==> config.mk <==
export PLATFORM = sky130hd
export DESIGN_NAME = csv_field_extractor
export DESIGN_NICKNAME = d
export VERILOG_FILES = /design/src/rtl/csvfe_pkg.sv /design/src/rtl/csvfe_scan.sv /design/src/rtl/csvfe_outq.sv /design/src/rtl/csv_field_extractor.sv
export SDC_FILE = /design/constraint.sdc
export NUM_CORES = 1
export LEC_CHECK = 0
export BUFFER_PORTS_ARGS = -buffer_cell sky130_fd_sc_hd__buf_2
export CAP_MARGIN = 20
export CORE_MARGIN = 2
export CORE_UTILIZATION = 55
export DETAILED_ROUTE_END_ITERATION = 12
export GPL_TIMING_DRIVEN = 0
export HOLD_SLACK_MARGIN = 0.1
export PLACE_DENSITY = 0.82
export SYNTH_ARGS = -nofsm -noshare
export SYNTH_HDL_FRONTEND = slang
export SYNTH_SLANG_ARGS = --single-unit
==> constraint.sdc <==
create_clock -name clk -period 6.2 [get_ports clk]
set_clock_uncertainty 0.05 [all_clocks]
set_input_delay 1.86 -clock clk [delete_from_list [all_inputs] [get_ports clk]]
set_output_delay 1.86 -clock clk [all_outputs]
set_load 0.03 [all_outputs]
==> src/rtl/csvfe_pkg.sv <==
// csvfe_pkg: shared types and constants for the delimited-record field extractor
// used by csvfe_scan, csvfe_outq and csv_field_extractor; no dependencies
`timescale 1ns / 1ps

package csvfe_pkg;

    // buffer size default for the top-level parameter
    localparam int FIELD_BUFFER_SIZE_DEF = 1024;

    // output queue depth, power of two
    localparam int OUTQ_DEPTH = 4;
    localparam int OUTQ_PTR_W = $clog2(OUTQ_DEPTH);

    // result kinds
    localparam logic [1:0] KIND_CHAR  = 2'd0;
    localparam logic [1:0] KIND_FOUND = 2'd1;
    localparam logic [1:0] KIND_NONE  = 2'd2;

    // register indexes
    localparam logic [1:0] CFG_WANTED_FIELD = 2'd0;
    localparam logic [1:0] CFG_DELIMITER    = 2'd1;
    localparam logic [1:0] CFG_OPEN_QUOTE   = 2'd2;
    localparam logic [1:0] CFG_CLOSE_QUOTE  = 2'd3;

    // character codes
    localparam logic [7:0] CH_NUL    = 8'h00;
    localparam logic [7:0] CH_LF     = 8'h0A;
    localparam logic [7:0] CH_DQUOTE = 8'h22;
    localparam logic [7:0] CH_SPACE  = 8'h20;
    localparam logic [7:0] CH_COMMA  = 8'h2C;

    // configuration register set
    typedef struct packed {
        logic [7:0] wanted_field;
        logic [7:0] delimiter;
        logic [7:0] open_quote;
        logic [7:0] close_quote;
    } cfg_t;

    // one result item
    typedef struct packed {
        logic [1:0] kind;
        logic [9:0] position;
        logic [7:0] char_value;
        logic [9:0] length;
        logic       last;
    } result_t;

endpackage

==> src/rtl/csvfe_scan.sv <==
// csvfe_scan: record scan state and per-byte decision logic
// depends on csvfe_pkg; emits up to two results per examined byte
`timescale 1ns / 1ps

module csvfe_scan
    import csvfe_pkg::*;
#(
    parameter int FIELD_BUFFER_SIZE = FIELD_BUFFER_SIZE_DEF
)
(
    input  logic       clk,
    input  logic       rst_n,
    input  cfg_t       cfg,
    input  logic       fire,
    input  logic [7:0] byte_in,
    output logic [1:0] push_cnt,
    output result_t    res0,
    output result_t    res1
);

    localparam int POS_W = $clog2(FIELD_BUFFER_SIZE);
    localparam logic [POS_W-1:0] POS_LAST = POS_W'(FIELD_BUFFER_SIZE - 1);

    typedef struct packed {
        logic [7:0]       held_byte;
        logic             held_valid;
        logic [7:0]       prev_byte;
        logic             at_first;
        logic             in_quotes;
        logic             after_delim;
        logic [8:0]       field_count;
        logic [POS_W-1:0] write_pos;
        logic             skip_next;
        logic             finished;
    } scan_state_t;

    localparam scan_state_t ST_RESET = '{
        held_byte:   '0,
        held_valid:  1'b0,
        prev_byte:   '0,
        at_first:    1'b1,
        in_quotes:   1'b0,
        after_delim: 1'b0,
        field_count: '0,
        write_pos:   '0,
        skip_next:   1'b0,
        finished:    1'b0
    };

    scan_state_t st_reg;
    scan_state_t st_next;

    // decision logic for one byte, held byte examined with this one as lookahead
    always_comb
    begin
        scan_state_t         st;
        result_t             res [2];
        logic [1:0]          n_res;
        logic [7:0]          c;
        logic [8:0]          wanted;
        logic                first;
        logic                done;
        logic [POS_W+9:0]    wp_ext;

        st       = st_reg;
        res[0]   = '0;
        res[1]   = '0;
        n_res    = 2'd0;
        c        = st_reg.held_byte;
        wanted   = {1'b0, cfg.wanted_field};
        first    = 1'b0;
        done     = 1'b0;
        wp_ext   = '0;

        if (fire)
        begin
            // consume the held byte
            if (st.held_valid && !st.finished)
            begin
                if (st.skip_next)
                begin
                    st.skip_next = 1'b0;
                end
                else
                begin
                    first       = st.at_first;
                    st.at_first = 1'b0;
                    if (!st.in_quotes && st.after_delim && c != CH_SPACE)
                    begin
                        st.after_delim = 1'b0;
                        st.write_pos   = '0;
                    end
                    // doubled quote inside the wanted field
                    if (st.in_quotes && c == CH_DQUOTE && byte_in == CH_DQUOTE
                        && st.field_count == wanted)
                    begin
                        wp_ext = {10'd0, st.write_pos};
                        res[n_res[0]] = '{kind: KIND_CHAR, position: wp_ext[9:0],
                                          char_value: c, length: 10'd0, last: 1'b0};
                        n_res = n_res + 2'd1;
                        st.write_pos = (st.write_pos == POS_LAST) ? '0
                                     : st.write_pos + POS_W'(1);
                        st.skip_next = 1'b1;
                        done = 1'b1;
                    end
                    if (!done && first && c == cfg.open_quote)
                    begin
                        st.in_quotes = 1'b1;
                        done = 1'b1;
                    end
                    if (!done && st.field_count != wanted && st.in_quotes
                        && c == cfg.close_quote)
                    begin
                        st.in_quotes = 1'b0;
                        st.write_pos = '0;
                        done = 1'b1;
                    end
                    if (!done && !st.in_quotes && c == cfg.open_quote)
                    begin
                        st.in_quotes = 1'b1;
                        st.write_pos = '0;
                        done = 1'b1;
                    end
                    if (!done && c == cfg.open_quote && st.prev_byte == cfg.delimiter)
                    begin
                        done = 1'b1;
                    end
                    // close quote right before line end or terminator
                    if (!done && c == cfg.close_quote
                        && (byte_in == CH_LF || byte_in == CH_NUL))
                    begin
                        wp_ext = {10'd0, st.write_pos};
                        res[n_res[0]] = '{
                            kind: (st.write_pos != '0) ? KIND_FOUND : KIND_NONE,
                            position: 10'd0, char_value: 8'd0,
                            length: (st.write_pos != '0) ? wp_ext[9:0] : 10'd0,
                            last: 1'b1};
                        n_res = n_res + 2'd1;
                        st.finished = 1'b1;
                        done = 1'b1;
                    end
                    // newline outside quotes
                    if (!done && !st.in_quotes && c == CH_LF)
                    begin
                        wp_ext = {10'd0, st.write_pos};
                        res[n_res[0]] = '{
                            kind: (st.write_pos != '0) ? KIND_FOUND : KIND_NONE,
                            position: 10'd0, char_value: 8'd0,
                            length: (st.write_pos != '0) ? wp_ext[9:0] : 10'd0,
                            last: 1'b1};
                        n_res = n_res + 2'd1;
                        st.finished = 1'b1;
                        done = 1'b1;
                    end
                    // field separator
                    if (!done && c == cfg.delimiter && !st.in_quotes)
                    begin
                        st.after_delim = 1'b1;
                        st.field_count = st.field_count + 9'd1;
                        if (st.field_count > wanted)
                        begin
                            wp_ext = {10'd0, st.write_pos};
                            res[n_res[0]] = '{kind: KIND_FOUND, position: 10'd0,
                                              char_value: 8'd0, length: wp_ext[9:0],
                                              last: 1'b1};
                            n_res = n_res + 2'd1;
                            st.finished = 1'b1;
                        end
                        else
                        begin
                            st.write_pos = '0;
                        end
                        done = 1'b1;
                    end
                    if (!done && st.field_count > wanted)
                    begin
                        wp_ext = {10'd0, st.write_pos};
                        res[n_res[0]] = '{kind: KIND_FOUND, position: 10'd0,
                                          char_value: 8'd0, length: wp_ext[9:0],
                                          last: 1'b1};
                        n_res = n_res + 2'd1;
                        st.finished = 1'b1;
                        done = 1'b1;
                    end
                    // character of the wanted field
                    if (!done && st.field_count == wanted)
                    begin
                        wp_ext = {10'd0, st.write_pos};
                        if (c == cfg.close_quote)
                        begin
                            res[n_res[0]] = '{kind: KIND_FOUND, position: 10'd0,
                                              char_value: 8'd0, length: wp_ext[9:0],
                                              last: 1'b1};
                            n_res = n_res + 2'd1;
                            st.finished = 1'b1;
                        end
                        else
                        begin
                            res[n_res[0]] = '{kind: KIND_CHAR, position: wp_ext[9:0],
                                              char_value: c, length: 10'd0, last: 1'b0};
                            n_res = n_res + 2'd1;
                            st.write_pos = (st.write_pos == POS_LAST) ? '0
                                         : st.write_pos + POS_W'(1);
                        end
                    end
                end
                st.prev_byte  = c;
                st.held_valid = 1'b0;
            end

            if (byte_in == CH_NUL)
            begin
                // terminator: final result unless already decided, then restart
                if (!st.finished)
                begin
                    wp_ext = {10'd0, st.write_pos};
                    res[n_res[0]] = '{
                        kind: (st.write_pos != '0) ? KIND_FOUND : KIND_NONE,
                        position: 10'd0, char_value: 8'd0,
                        length: (st.write_pos != '0) ? wp_ext[9:0] : 10'd0,
                        last: 1'b1};
                    n_res = n_res + 2'd1;
                end
                st = ST_RESET;
            end
            else if (!st.finished)
            begin
                st.held_byte  = byte_in;
                st.held_valid = 1'b1;
            end
        end

        st_next  = st;
        push_cnt = n_res;
        res0     = res[0];
        res1     = res[1];
    end

    // scan state register
    always_ff @(posedge clk or negedge rst_n)
    begin
        if (!rst_n)
        begin
            st_reg <= ST_RESET;
        end
        else
        begin
            st_reg <= st_next;
        end
    end

    // a second result in one step is always the record's final one
    a_second_is_final: assert property (@(posedge clk) disable iff (!rst_n)
        push_cnt == 2'd2 |-> res1.last && !res0.last)
        else $error("second result of a step is not final");

    // once decided, nonzero bytes produce nothing
    a_quiet_when_done: assert property (@(posedge clk) disable iff (!rst_n)
        fire && st_reg.finished && byte_in != CH_NUL |-> push_cnt == 2'd0)
        else $error("result after end decision");

    // a terminator always leaves a fresh record
    a_zero_restarts: assert property (@(posedge clk) disable iff (!rst_n)
        fire && byte_in == CH_NUL |=> st_reg.at_first && !st_reg.held_valid
                                      && !st_reg.finished)
        else $error("record state not cleared by terminator");

endmodule

==> src/rtl/csvfe_outq.sv <==
// csvfe_outq: small result queue, takes up to two results per cycle, gives one
// depends on csvfe_pkg
`timescale 1ns / 1ps

module csvfe_outq
    import csvfe_pkg::*;
(
    input  logic       clk,
    input  logic       rst_n,
    input  logic [1:0] push_cnt,
    input  result_t    push0,
    input  result_t    push1,
    output logic       room,
    output logic       out_valid,
    input  logic       out_ready,
    output result_t    head
);

    localparam int CNT_W = $clog2(OUTQ_DEPTH + 1);

    result_t               entries_reg [OUTQ_DEPTH];
    logic [OUTQ_PTR_W-1:0] rd_ptr_reg;
    logic [OUTQ_PTR_W-1:0] rd_ptr_next;
    logic [OUTQ_PTR_W-1:0] wr_ptr_reg;
    logic [OUTQ_PTR_W-1:0] wr_ptr_next;
    logic [CNT_W-1:0]      count_reg;
    logic [CNT_W-1:0]      count_next;
    logic                  pop;

    // status
    assign out_valid = (count_reg != '0);
    assign room      = (count_reg <= CNT_W'(OUTQ_DEPTH - 2));
    assign head      = entries_reg[rd_ptr_reg];
    assign pop       = out_valid && out_ready;

    // pointer and fill updates
    always_comb
    begin
        rd_ptr_next = rd_ptr_reg + OUTQ_PTR_W'(pop);
        wr_ptr_next = wr_ptr_reg + OUTQ_PTR_W'(push_cnt);
        count_next  = count_reg + CNT_W'(push_cnt) - CNT_W'(pop);
    end

    always_ff @(posedge clk or negedge rst_n)
    begin
        if (!rst_n)
        begin
            rd_ptr_reg <= '0;
            wr_ptr_reg <= '0;
            count_reg  <= '0;
        end
        else
        begin
            rd_ptr_reg <= rd_ptr_next;
            wr_ptr_reg <= wr_ptr_next;
            count_reg  <= count_next;
        end
    end

    // entry storage
    always_ff @(posedge clk)
    begin
        if (push_cnt != 2'd0)
        begin
            entries_reg[wr_ptr_reg] <= push0;
        end
        if (push_cnt == 2'd2)
        begin
            entries_reg[wr_ptr_reg + OUTQ_PTR_W'(1)] <= push1;
        end
    end

    // pushes only ever land in free entries
    a_no_overflow: assert property (@(posedge clk) disable iff (!rst_n)
        push_cnt != 2'd0 |-> count_reg <= CNT_W'(OUTQ_DEPTH) - CNT_W'(push_cnt))
        else $error("result queue overflow");

    // fill level tracks pushes and pops
    a_count_track: assert property (@(posedge clk) disable iff (!rst_n)
        push_cnt == 2'd0 && !pop |=> $stable(count_reg))
        else $error("queue fill changed without traffic");

endmodule

==> src/rtl/csv_field_extractor.sv <==
// csv_field_extractor: top level of the delimited-record field extractor
// depends on csvfe_pkg, csvfe_scan and csvfe_outq
//
//  channel   direction  handshake             payload
//  input     in         in_valid / in_ready   data_byte
//  result    out        out_valid / out_ready kind, position, char_value, length, last
//  config    in         cfg_wr_en             cfg_index, cfg_data
//
// one byte accepted per cycle into an input register while the queue has room; it is
// examined against the previously held byte, and its results enter a four-entry queue.
// a byte's character write appears when the following byte arrives (one byte lookahead).
// a terminator can push two results, so a stalled output side throttles the input
// once the queue holds more than two results. reset clears all record state and
// restores the register defaults; no clearing pass.
`timescale 1ns / 1ps

module csv_field_extractor
    import csvfe_pkg::*;
#(
    parameter int FIELD_BUFFER_SIZE = FIELD_BUFFER_SIZE_DEF
)
(
    input  logic       clk,
    input  logic       rst_n,
    input  logic       cfg_wr_en,
    input  logic [1:0] cfg_index,
    input  logic [7:0] cfg_data,
    input  logic       in_valid,
    output logic       in_ready,
    input  logic [7:0] data_byte,
    output logic       out_valid,
    input  logic       out_ready,
    output logic [1:0] kind,
    output logic [9:0] position,
    output logic [7:0] char_value,
    output logic [9:0] length,
    output logic       last
);

    cfg_t       cfg_reg;
    logic [7:0] byte_reg;
    logic       byte_valid_reg;
    logic       room;
    logic       fire;
    logic [1:0] push_cnt;
    result_t    res0;
    result_t    res1;
    result_t    head;

    // configuration registers
    always_ff @(posedge clk or negedge rst_n)
    begin
        if (!rst_n)
        begin
            cfg_reg.wanted_field <= 8'd0;
            cfg_reg.delimiter    <= CH_COMMA;
            cfg_reg.open_quote   <= CH_DQUOTE;
            cfg_reg.close_quote  <= CH_DQUOTE;
        end
        else if (cfg_wr_en)
        begin
            case (cfg_index)
                CFG_WANTED_FIELD: cfg_reg.wanted_field <= cfg_data;
                CFG_DELIMITER:    cfg_reg.delimiter    <= cfg_data;
                CFG_OPEN_QUOTE:   cfg_reg.open_quote   <= cfg_data;
                CFG_CLOSE_QUOTE:  cfg_reg.close_quote  <= cfg_data;
                default:          cfg_reg              <= cfg_reg;
            endcase
        end
    end

    // input register
    assign fire     = byte_valid_reg && room;
    assign in_ready = !byte_valid_reg || fire;

    always_ff @(posedge clk or negedge rst_n)
    begin
        if (!rst_n)
        begin
            byte_valid_reg <= 1'b0;
        end
        else if (in_valid && in_ready)
        begin
            byte_valid_reg <= 1'b1;
        end
        else if (fire)
        begin
            byte_valid_reg <= 1'b0;
        end
    end

    always_ff @(posedge clk)
    begin
        if (in_valid && in_ready)
        begin
            byte_reg <= data_byte;
        end
    end

    // scan logic
    csvfe_scan #(
        .FIELD_BUFFER_SIZE (FIELD_BUFFER_SIZE)
    ) u_scan (
        .clk      (clk),
        .rst_n    (rst_n),
        .cfg      (cfg_reg),
        .fire     (fire),
        .byte_in  (byte_reg),
        .push_cnt (push_cnt),
        .res0     (res0),
        .res1     (res1)
    );

    // result queue
    csvfe_outq u_outq (
        .clk       (clk),
        .rst_n     (rst_n),
        .push_cnt  (push_cnt),
        .push0     (res0),
        .push1     (res1),
        .room      (room),
        .out_valid (out_valid),
        .out_ready (out_ready),
        .head      (head)
    );

    // result ports
    assign kind       = head.kind;
    assign position   = head.position;
    assign char_value = head.char_value;
    assign length     = head.length;
    assign last       = head.last;

endmodule
==> results.md, run 1 <==
| Parameter | Value | Unit |
| --- | --- | --- |
| Number of antenna diodes | 0 | - |
| WL/cell | 22.6 | um |
| Category of cells accounting for the largest share of critical-path delay | simple AND/OR/NAND/NOR gates | - |
| Critical Path End Type | flip-flop | - |
| Syn avg cell area | 10.4 | um2 |
| Largest family of logic cells by synthesized area | simple AND/OR/NAND/NOR gates | - |
| DRT antenna net count | 0 | - |
| Multiplexer share of the synthesized area | 11.0 | % |
| Total track usage | 31.3 | % |
| Detailed Place HPWL | 27.0 | mm |
| Critical R2R Launch | u_scan.st_reg[38]$_DFFE_PN0P_ | - |
| Root buffer selected by CTS | clkbuf_16 | - |
| Biggest fanout along the worst timing path | 10 | - |
| Final period util | 96.6 | % |
| Path category of the worst min-delay check | flip-flop to flip-flop | - |
| Reg clk slew, reported paths | 0.07 | ns |
| Dominant cell type by area after synthesis | edfxtp_1 | - |
| Crit path cell chain | buf_2 > nor2b_1 > a31o_2 > buf_2 > clkbuf_4 > nand2_1 > inv_1 > ha_1 > and2_1 > nand2_1 > or4_1 > o21ai_0 > clkbuf_4 > or3_1 > inv_1 > ha_2 > nand3_1 > or4_4 > o31a_1 > or2_2 > o21ai_1 > and4_1 > nand4_1 > a32oi_2 | - |
| FF/Latch Area | 0.00600 | mm2 |
| RePlAce Congestion | 1.01 | - |
| Final instance count without filler cells | 1,658 | - |
| Run status | completed | - |
| Setup slack, reg-to-reg | 0.21 | ns |
| Pwr Total | 5.60 | mW |
| Initial DRC count | 1,238 | - |
| Fraction of registers with async set or reset after synthesis | 38.0 | % |
| Initial core utilization | 56.3 | % |
| Residual DRC | 0 | - |
| CTS hold repair buffers | 0 | - |
| Number of flip-flops in the largest register | 124 | - |
| Setup tns final | 0 | ns |
| Share of the yosys chip area belonging to registers | 46.8 | % |
| Die Footprint | 0.0246 | mm2 |
| Number of vias per cell after detailed routing | 6.45 | - |
| Routed wire length | 37.5 | mm |
| Longest individual stage delay on the worst path | 0.56 | ns |
| CTS H-Tree Depth | 1 | - |
| Final global-route overflow total | 0 | - |
| Post-synthesis simple-gate area fraction | 17.5 | % |
| Area Overhead vs Synth | 13.9 | % |
| Main flop type after synthesis | edfxtp_1 | - |
| Cell Count Post-Placement | 1,604 | - |
| Top cell type's share of synthesized area | 30.9 | % |
| Quantity of I/O buffers inserted on ports | 55 | - |
| Fraction of layout cells with a size suffix above 1 | 19.6 | % |
| Post-synthesis adder-cell area fraction | 3.14 | % |
| Capture point of the worst reg-to-reg path | u_outq.entries_reg[3][30]$_DFFE_PP_ | - |
| Final Hold Violating Endpoints | 0 | - |
| Final Hold Slack | 0.458 | ns |
| TritonCTS clock tree | yes | - |
| EDFF count, synth | 132 | - |
| Die width | 157 | um |
| Compound-Gate Fraction of Synth Area | 13.0 | % |
| Register-to-Register Path Depth | 24 | - |
| Areal power density over the cells | 384 | mW/mm2 |
| Final setup vio count | 0 | - |
| Number of antenna violations at the first check in global routing | 0 | - |
| Slowest cell on the critical path | or4_4 | - |
| Total area of multi-input combinational cells | 0.00654 | mm2 |
| Achievable Freq | 0.167 | GHz |
| Number of nets in the layout | 1,381 | - |
| Count of mapped cells out of synthesis | 1,231 | - |
| Worst vdd rail ir drop | 0.286 | mV |
| Dominant cell by count in the synthesized netlist | nand2_1 | - |
| Via Count | 10.7k | - |
| Worst-margin pin slew | 1.07 | ns |
| Unrepaired setup endpoints after global routing | no | - |
| Minimum setup slack after placement | -0.527 | ns |
| Critical path type | flip-flop to flip-flop | - |
| Warnings, synthesis | 0 | - |
| Filler cells | 1,829 | - |
| Synthesized netlist net count | 1,284 | - |
| Post-synthesis cell area | 0.0128 | mm2 |
| Most frequent cells after synthesis | 139 x nand2_1, 132 x edfxtp_1, 103 x o21ai_0 | - |
| Area of the core region | 0.0228 | mm2 |
| Worst rel slew slack | 27.9 | % |
| Leakage power summed over all cells | 5.42 | nW |
| Num ports | 56 | - |
| Slew Viols, Final | 0 | - |
| Die height | 157 | um |
| Standard-cell rows | 55 | - |
| First-pass iteration count of the detailed router | 5 | - |
| Required time at the worst-slack endpoint | 6.49 | ns |
| Area share of xor/xnor cells in the synthesized design | 5.11 | % |
| Data arrival, critical path | 6.27 | ns |
| Critical Path Stages | 24 | - |
| Number of global-route vias before repair | 10.6k | - |
| Largest net degree at the start of global routing | 69 | - |
| Clock latency of the later-clocked register in the worst-skew pair | 0.53 | ns |
| CTS buffer count | 23 | - |
| Worst path buffer plus inverter count | 6 | - |
| Kind of start point of the critical path | flip-flop | - |
| Number of buffers between clock root and the deepest sink | 3 | - |
| Final period demand of the worst path | 5.99 | ns |
| Final WS setup | 0.214 | ns |
| Global-route wire length before repair | 59.4 | mm |
| Post-synth cell types | 75 | - |
| Number of max-cap violations | 0 | - |
| TritonCTS sink count | 213 | - |
| Setup crit start | u_scan.st_reg[38]$_DFFE_PN0P_ | - |
| Largest cells by area after synthesis | edfxtp_1 31%, dfrtp_1 14%, mux4_2 5.4% | - |
| Destination of the critical timing path | u_outq.entries_reg[3][30]$_DFFE_PP_ | - |
| Number of register bits inferred by synthesis | 213 | - |
worst min path at each step:
stage / slack (ns) / end / depth (start not counted) / startpoint
after CTS: 0.46 / u_scan.st_reg[33]$_DFFE_PN0P_ / 2 / byte_reg[0]$_DFFE_PP_
after detailed placement: 0.45 / u_scan.st_reg[33]$_DFFE_PN0P_ / 2 / byte_reg[0]$_DFFE_PP_
after global placement: 0.44 / u_scan.st_reg[33]$_DFFE_PN0P_ / 2 / byte_reg[0]$_DFFE_PP_
after global routing: 0.49 / cfg_reg[12]$_DFFE_PN0P_ / 1 / cfg_reg[12]$_DFFE_PN0P_
after floorplan: 0.41 / u_scan.st_reg[40]$_DFFE_PN0P_ / 2 / byte_reg[7]$_DFFE_PP_
final: 0.46 / u_scan.st_reg[33]$_DFFE_PN0P_ / 2 / byte_reg[0]$_DFFE_PP_
cells by family after synthesis:
group | count (synthesis)
xor+xnor | 74
mux | 91
compound gates | 260
fa+ha+maj | 32
buf+inv | 108
flops | 213
simple gates | 453
routing by layer:
layer | vias up | GRT usage, % | part of all wire [%]
met1 | 5256 | 42.2 | 41
met4 | 0 | 9.65 | 3.3
met5 | - | 0 | 0
met3 | 92 | 5.57 | 8.1
li1 | 4803 | - | -
met2 | 542 | 51.8 | 48
area by class of cell:
cell class / instances / share of cell area (%)
Tap cell: 313 / 2.68
Timing Repair Buffer: 71 / 3.15
Sequential cell: 213 / 41.1
Clock buffer: 29 / 4.09
Buffer: 80 / 2.53
Inverter: 28 / 0.719
Multi-Input combinational cell: 911 / 44.7
Clock inverter: 13 / 1.00
cell usage in the layout, fill, tap and decap left out, drive strengths merged, types with 8 or more instances in the layout:
cell type / instances
nor3: 23
nand4: 19
mux2: 38
edfxtp: 132
o22ai: 13
inv: 30
dfrtp: 73
a21oi: 24
mux4: 31
clkbuf: 75
nand3: 69
a22o: 16
mux2i: 22
buf: 105
or3: 10
a31oi: 9
a32o: 9
nor2: 95
ha: 29
o21ai: 121
nor4: 31
nand2b: 11
nand2: 139
and3: 14
xor2: 30
dfstp: 8
or4: 8
xnor2: 44
per-stage QoR:
step | util [%] | instance area [um2]
finish | 64.1 | 14600
global route | 64.1 | 14600
CTS | 63.4 | 14400
detailed placement | 59.8 | 13600
global placement | 59.3 | 13500
floorplan | - | 12800
worst register-to-register path, delay by kind of cell (launching register included):
family                     cells  cell delay, ns
adders and majority gates      2            0.51
AOI/OAI and AO/OA              5            1.19
DFF                            1            0.35
buffers and inverters          6            1.06
and+or+nand+nor               11            2.64
timing repair:
| action | CTS | global route |
|---|---|---|
| cloned | 1 | 0 |
| pin swaps | 1 | 6 |
| setup buffers | 1 | 9 |
| resized for setup | 15 | 28 |
| setup endpoints to repair | 212 | 246 |
power breakdown:
group / switching (mW) / internal, mW
registers: 0.144 / 1.67
logic: 1.59 / 0.815
clock network: 0.570 / 0.810
total: 2.31 / 3.30
(Power assumes the default switching activity.)
==> run 2, diff against run 1 <==
CORE_UTILIZATION = 30   (was 55)
CTS_CLUSTER_SIZE = 12   (was default)
PLACE_DENSITY = 0.53   (was 0.82)
==> run 2 against run 1 <==
Hold slack better by 0.011 ns. Fmax increased by 0.21%. Setup slack improved by 0.012 ns. Critical path depth is 4 lower. Non-clock buffer count grew 2. First-iteration DRC count fell by 30%. Global-route usage is 13 points lower. Wire length increased by 9.5%. Highest routed layer is now met5.
==> results.md, run 2 (same netlist as run 1, synthesis figures left out) <==
| Parameter | Value | Unit | Delta |
| --- | --- | --- | --- |
| RePlAce Congestion | 0.938 | - | -7.5% |
| Num ports | 56 | - | unchanged |
| Number of antenna diodes | 0 | - | unchanged |
| Biggest fanout along the worst timing path | 10 | - | unchanged |
| Final Hold Violating Endpoints | 0 | - | unchanged |
| Commonest cells after routing, fill and taps aside | 139 x nand2_1, 132 x edfxtp_1, 99 x o21ai_0 | - |  |
| Clock latency of the later-clocked register in the worst-skew pair | 0.55 | ns | +0.02 ns |
| Longest individual stage delay on the worst path | 0.47 | ns | -0.09 ns |
| Setup tns final | 0 | ns | unchanged |
| Capture point of the worst reg-to-reg path | u_outq.entries_reg[0][4]$_DFFE_PP_ | - |  |
| Final period demand of the worst path | 5.97 | ns | -0.0123 ns |
| Worst-margin pin slew | 1.09 | ns | +0.0175 ns |
| Critical path type | flip-flop to flip-flop | - |  |
| Worst path buffer plus inverter count | 4 | - | -2 |
| Area Overhead vs Synth | 17.5 | % |  |
| CTS hold repair buffers | 0 | - | unchanged |
| Final period util | 96.4 | % | -0.20 points |
| Destination of the critical timing path | u_outq.entries_reg[0][4]$_DFFE_PP_ | - |  |
| First-pass iteration count of the detailed router | 6 | - | +1 |
| Fraction of layout cells with a size suffix above 1 | 20.6 | % | +1.0 points |
| Quantity of I/O buffers inserted on ports | 55 | - | unchanged |
| Reg clk slew, reported paths | 0.06 | ns | about the same |
| Category of cells accounting for the largest share of critical-path delay | simple AND/OR/NAND/NOR gates | - |  |
| Residual DRC | 0 | - | unchanged |
| Run status | completed | - |  |
| Sequential cell fraction of total power | 31.1 | % | -1.3 points |
| Root buffer selected by CTS | clkbuf_16 | - |  |
| Internal Pwr Total | 3.43 | mW | +3.9% |
| Slowest cell on the critical path | or3b_1 | - |  |
| Areal power density over the cells | 387 | mW/mm2 | +0.88% |
| Data arrival, critical path | 6.19 | ns | -0.08 ns |
| Critical Path End Type | flip-flop | - |  |
| Number of antenna violations at the first check in global routing | 1 | - | +1 |
| Number of buffers between clock root and the deepest sink | 3 | - | unchanged |
| Slew Viols, Final | 0 | - | unchanged |
| Die width | 211 | um | +34% |
| TritonCTS clock tree | yes | - |  |
| Switching fraction of total power | 41.3 | % | +0.093 points |
| Final Hold Slack | 0.469 | ns | +0.0112 ns |
| Number of vias per cell after detailed routing | 5.51 | - | -15% |
| Number of global-route vias before repair | 10.5k | - | -0.98% |
| Filler cells | 4,310 | - | +140% |
| Largest net degree at the start of global routing | 68 | - | -1.4% |
| Required time at the worst-slack endpoint | 6.41 | ns | -0.08 ns |
| Number of flip-flops in the largest register | 124 | - | unchanged |
| Number of max-cap violations | 0 | - | unchanged |
| Die height | 211 | um | +34% |
| Area of the core region | 0.0420 | mm2 | +85% |
| Detailed Place HPWL | 29.9 | mm | +11% |
| Most common library cell in the layout ignoring fill and taps | nand2_1 | - |  |
| Worst vdd rail ir drop | 0.165 | mV | -42% |
| Standard-cell rows | 75 | - | +36% |
| Crit path cell chain | nor4_2 > or3b_1 > nor4_4 > or4_1 > buf_2 > nor2_1 > xor2_1 > ha_1 > a2111oi_0 > o31ai_1 > a31oi_2 > o311ai_2 > a21o_2 > maj3_1 > mux2i_1 > buf_4 > or3_1 > buf_2 > clkbuf_1 > o21ai_0 | - |  |
| CTS H-Tree Depth | 1 | - | unchanged |
| Via Count | 10.4k | - | -2.7% |
| Cell type with the highest occurrence count on the critical path | buf_2 | - |  |
| Achievable Freq | 0.167 | GHz | +0.21% |
| CTS buffer count | 26 | - | +13% |
| Leakage power summed over all cells | 5.52 | nW | +1.8% |
| Worst rel slew slack | 26.7 | % | -1.2 points |
| DRT antenna net count | 0 | - | unchanged |
| Critical Path Stages | 20 | - | -17% |
| Setup slack, reg-to-reg | 0.23 | ns | about the same |
| Sw Pwr | 2.41 | mW | +4.3% |
| Total track usage | 18.5 | % | -13 points |
| WL/cell | 21.7 | um | -3.9% |
| Number of nets in the layout | 1,385 | - | +0.29% |
| Global-route wire length before repair | 62.9 | mm | +5.9% |
| Initial DRC count | 867 | - | -30% |
| Register-to-Register Path Depth | 20 | - | -17% |
| Initial core utilization | 30.5 | % | -26 points |
| Pwr Total | 5.83 | mW | +4.1% |
| Combinational share of power | 42.5 | % | -0.5 points |
| Clock network fraction of design power | 26.5 | % | +1.9 points |
| Final core area utilization | 35.9 | % | -28 points |
| Critical R2R Launch | byte_reg[6]$_DFFE_PP_ | - |  |
| Final global-route overflow total | 0 | - | unchanged |
| Setup crit start | byte_reg[6]$_DFFE_PP_ | - |  |
| Die Footprint | 0.0444 | mm2 | +81% |
| Final setup vio count | 0 | - | unchanged |
| TritonCTS sink count | 213 | - | unchanged |
| Routed wire length | 41.0 | mm | +9.5% |
| Kind of start point of the critical path | flip-flop | - |  |
| Path category of the worst min-delay check | flip-flop to flip-flop | - |  |
[run 2: cell types whose count changed in the layout (fill, tap and decap cells not counted), moves of 2 or more]
cell,delta
clkbuf_1,-7
clkbuf_16,+4
a21o_4,-3
buf_12,+3
clkbuf_4,-3
clkinv_2,+3
a21o_2,+2
clkbuf_2,+2
nor3_1,-2
nor4_4,+2
[run 2: layer usage]
layer  GRT usage [%]  vias up  routed length [um]
met5               0        -                  13
met4            6.82        2                1390
met3            2.66       79                2410
met2            30.2      379               18900
met1            25.0     5126               18300
li1                -     4821                   -
[run 2: timing repair]
action | CTS | global route
gates resized for setup | 14 | 35
pin swaps | 1 | 7
hold endpoints to repair | 0 | 0
endpoints found under the setup margin | 233 | 249
cloned | 0 | 0
buffers inserted | 2 | 9
[run 2: how the worst min path moves through the flow]
stage	depth (start not counted)	to	from	slack, ns
floorplan	2	u_scan.st_reg[40]$_DFFE_PN0P_	byte_reg[7]$_DFFE_PP_	0.41
global placement	1	u_scan.st_reg[1]$_DFFE_PN0P_	u_scan.st_reg[1]$_DFFE_PN0P_	0.45
detailed placement	1	u_scan.st_reg[1]$_DFFE_PN0P_	u_scan.st_reg[1]$_DFFE_PN0P_	0.46
CTS	1	u_scan.st_reg[1]$_DFFE_PN0P_	u_scan.st_reg[1]$_DFFE_PN0P_	0.48
global route	1	cfg_reg[12]$_DFFE_PN0P_	cfg_reg[12]$_DFFE_PN0P_	0.49
finish	1	u_outq.count_reg[0]$_DFF_PN0_	u_outq.count_reg[0]$_DFF_PN0_	0.47
[run 2: metrics by stage]
stage,instance area (um2),worst slack (ns),std cells
after floorplan,12800,0.220,1231
after global placement,13800,-2.37,1825
after detailed placement,13900,-0.683,1831
after CTS,14900,0.000407,1880
after global routing,15100,-0.0157,1890
final,15100,0.226,1890
[run 2: area by class of cell]
| type | instances | area (um2) | area share [%] |
|---|---|---|---|
| clock buffer | 30 | 697 | 4.62 |
| multi-input combinational | 910 | 6570 | 43.5 |
| clock inverter | 17 | 163 | 1.08 |
| timing repair buffer | 73 | 503 | 3.34 |
| buffer | 80 | 368 | 2.44 |
| tap | 539 | 674 | 4.47 |
| inverter | 28 | 105 | 0.697 |
| sequential | 213 | 6000 | 39.8 |
[run 2: power by group through the flow]
stage	Clock (mW)	Sequential, mW	Combinational, mW
floorplan	0	1.79	1.68
global placement	0	1.84	2.36
detailed placement	0	1.84	2.38
CTS	1.58	1.81	2.41
global route	1.63	1.83	2.68
finish	1.54	1.81	2.48
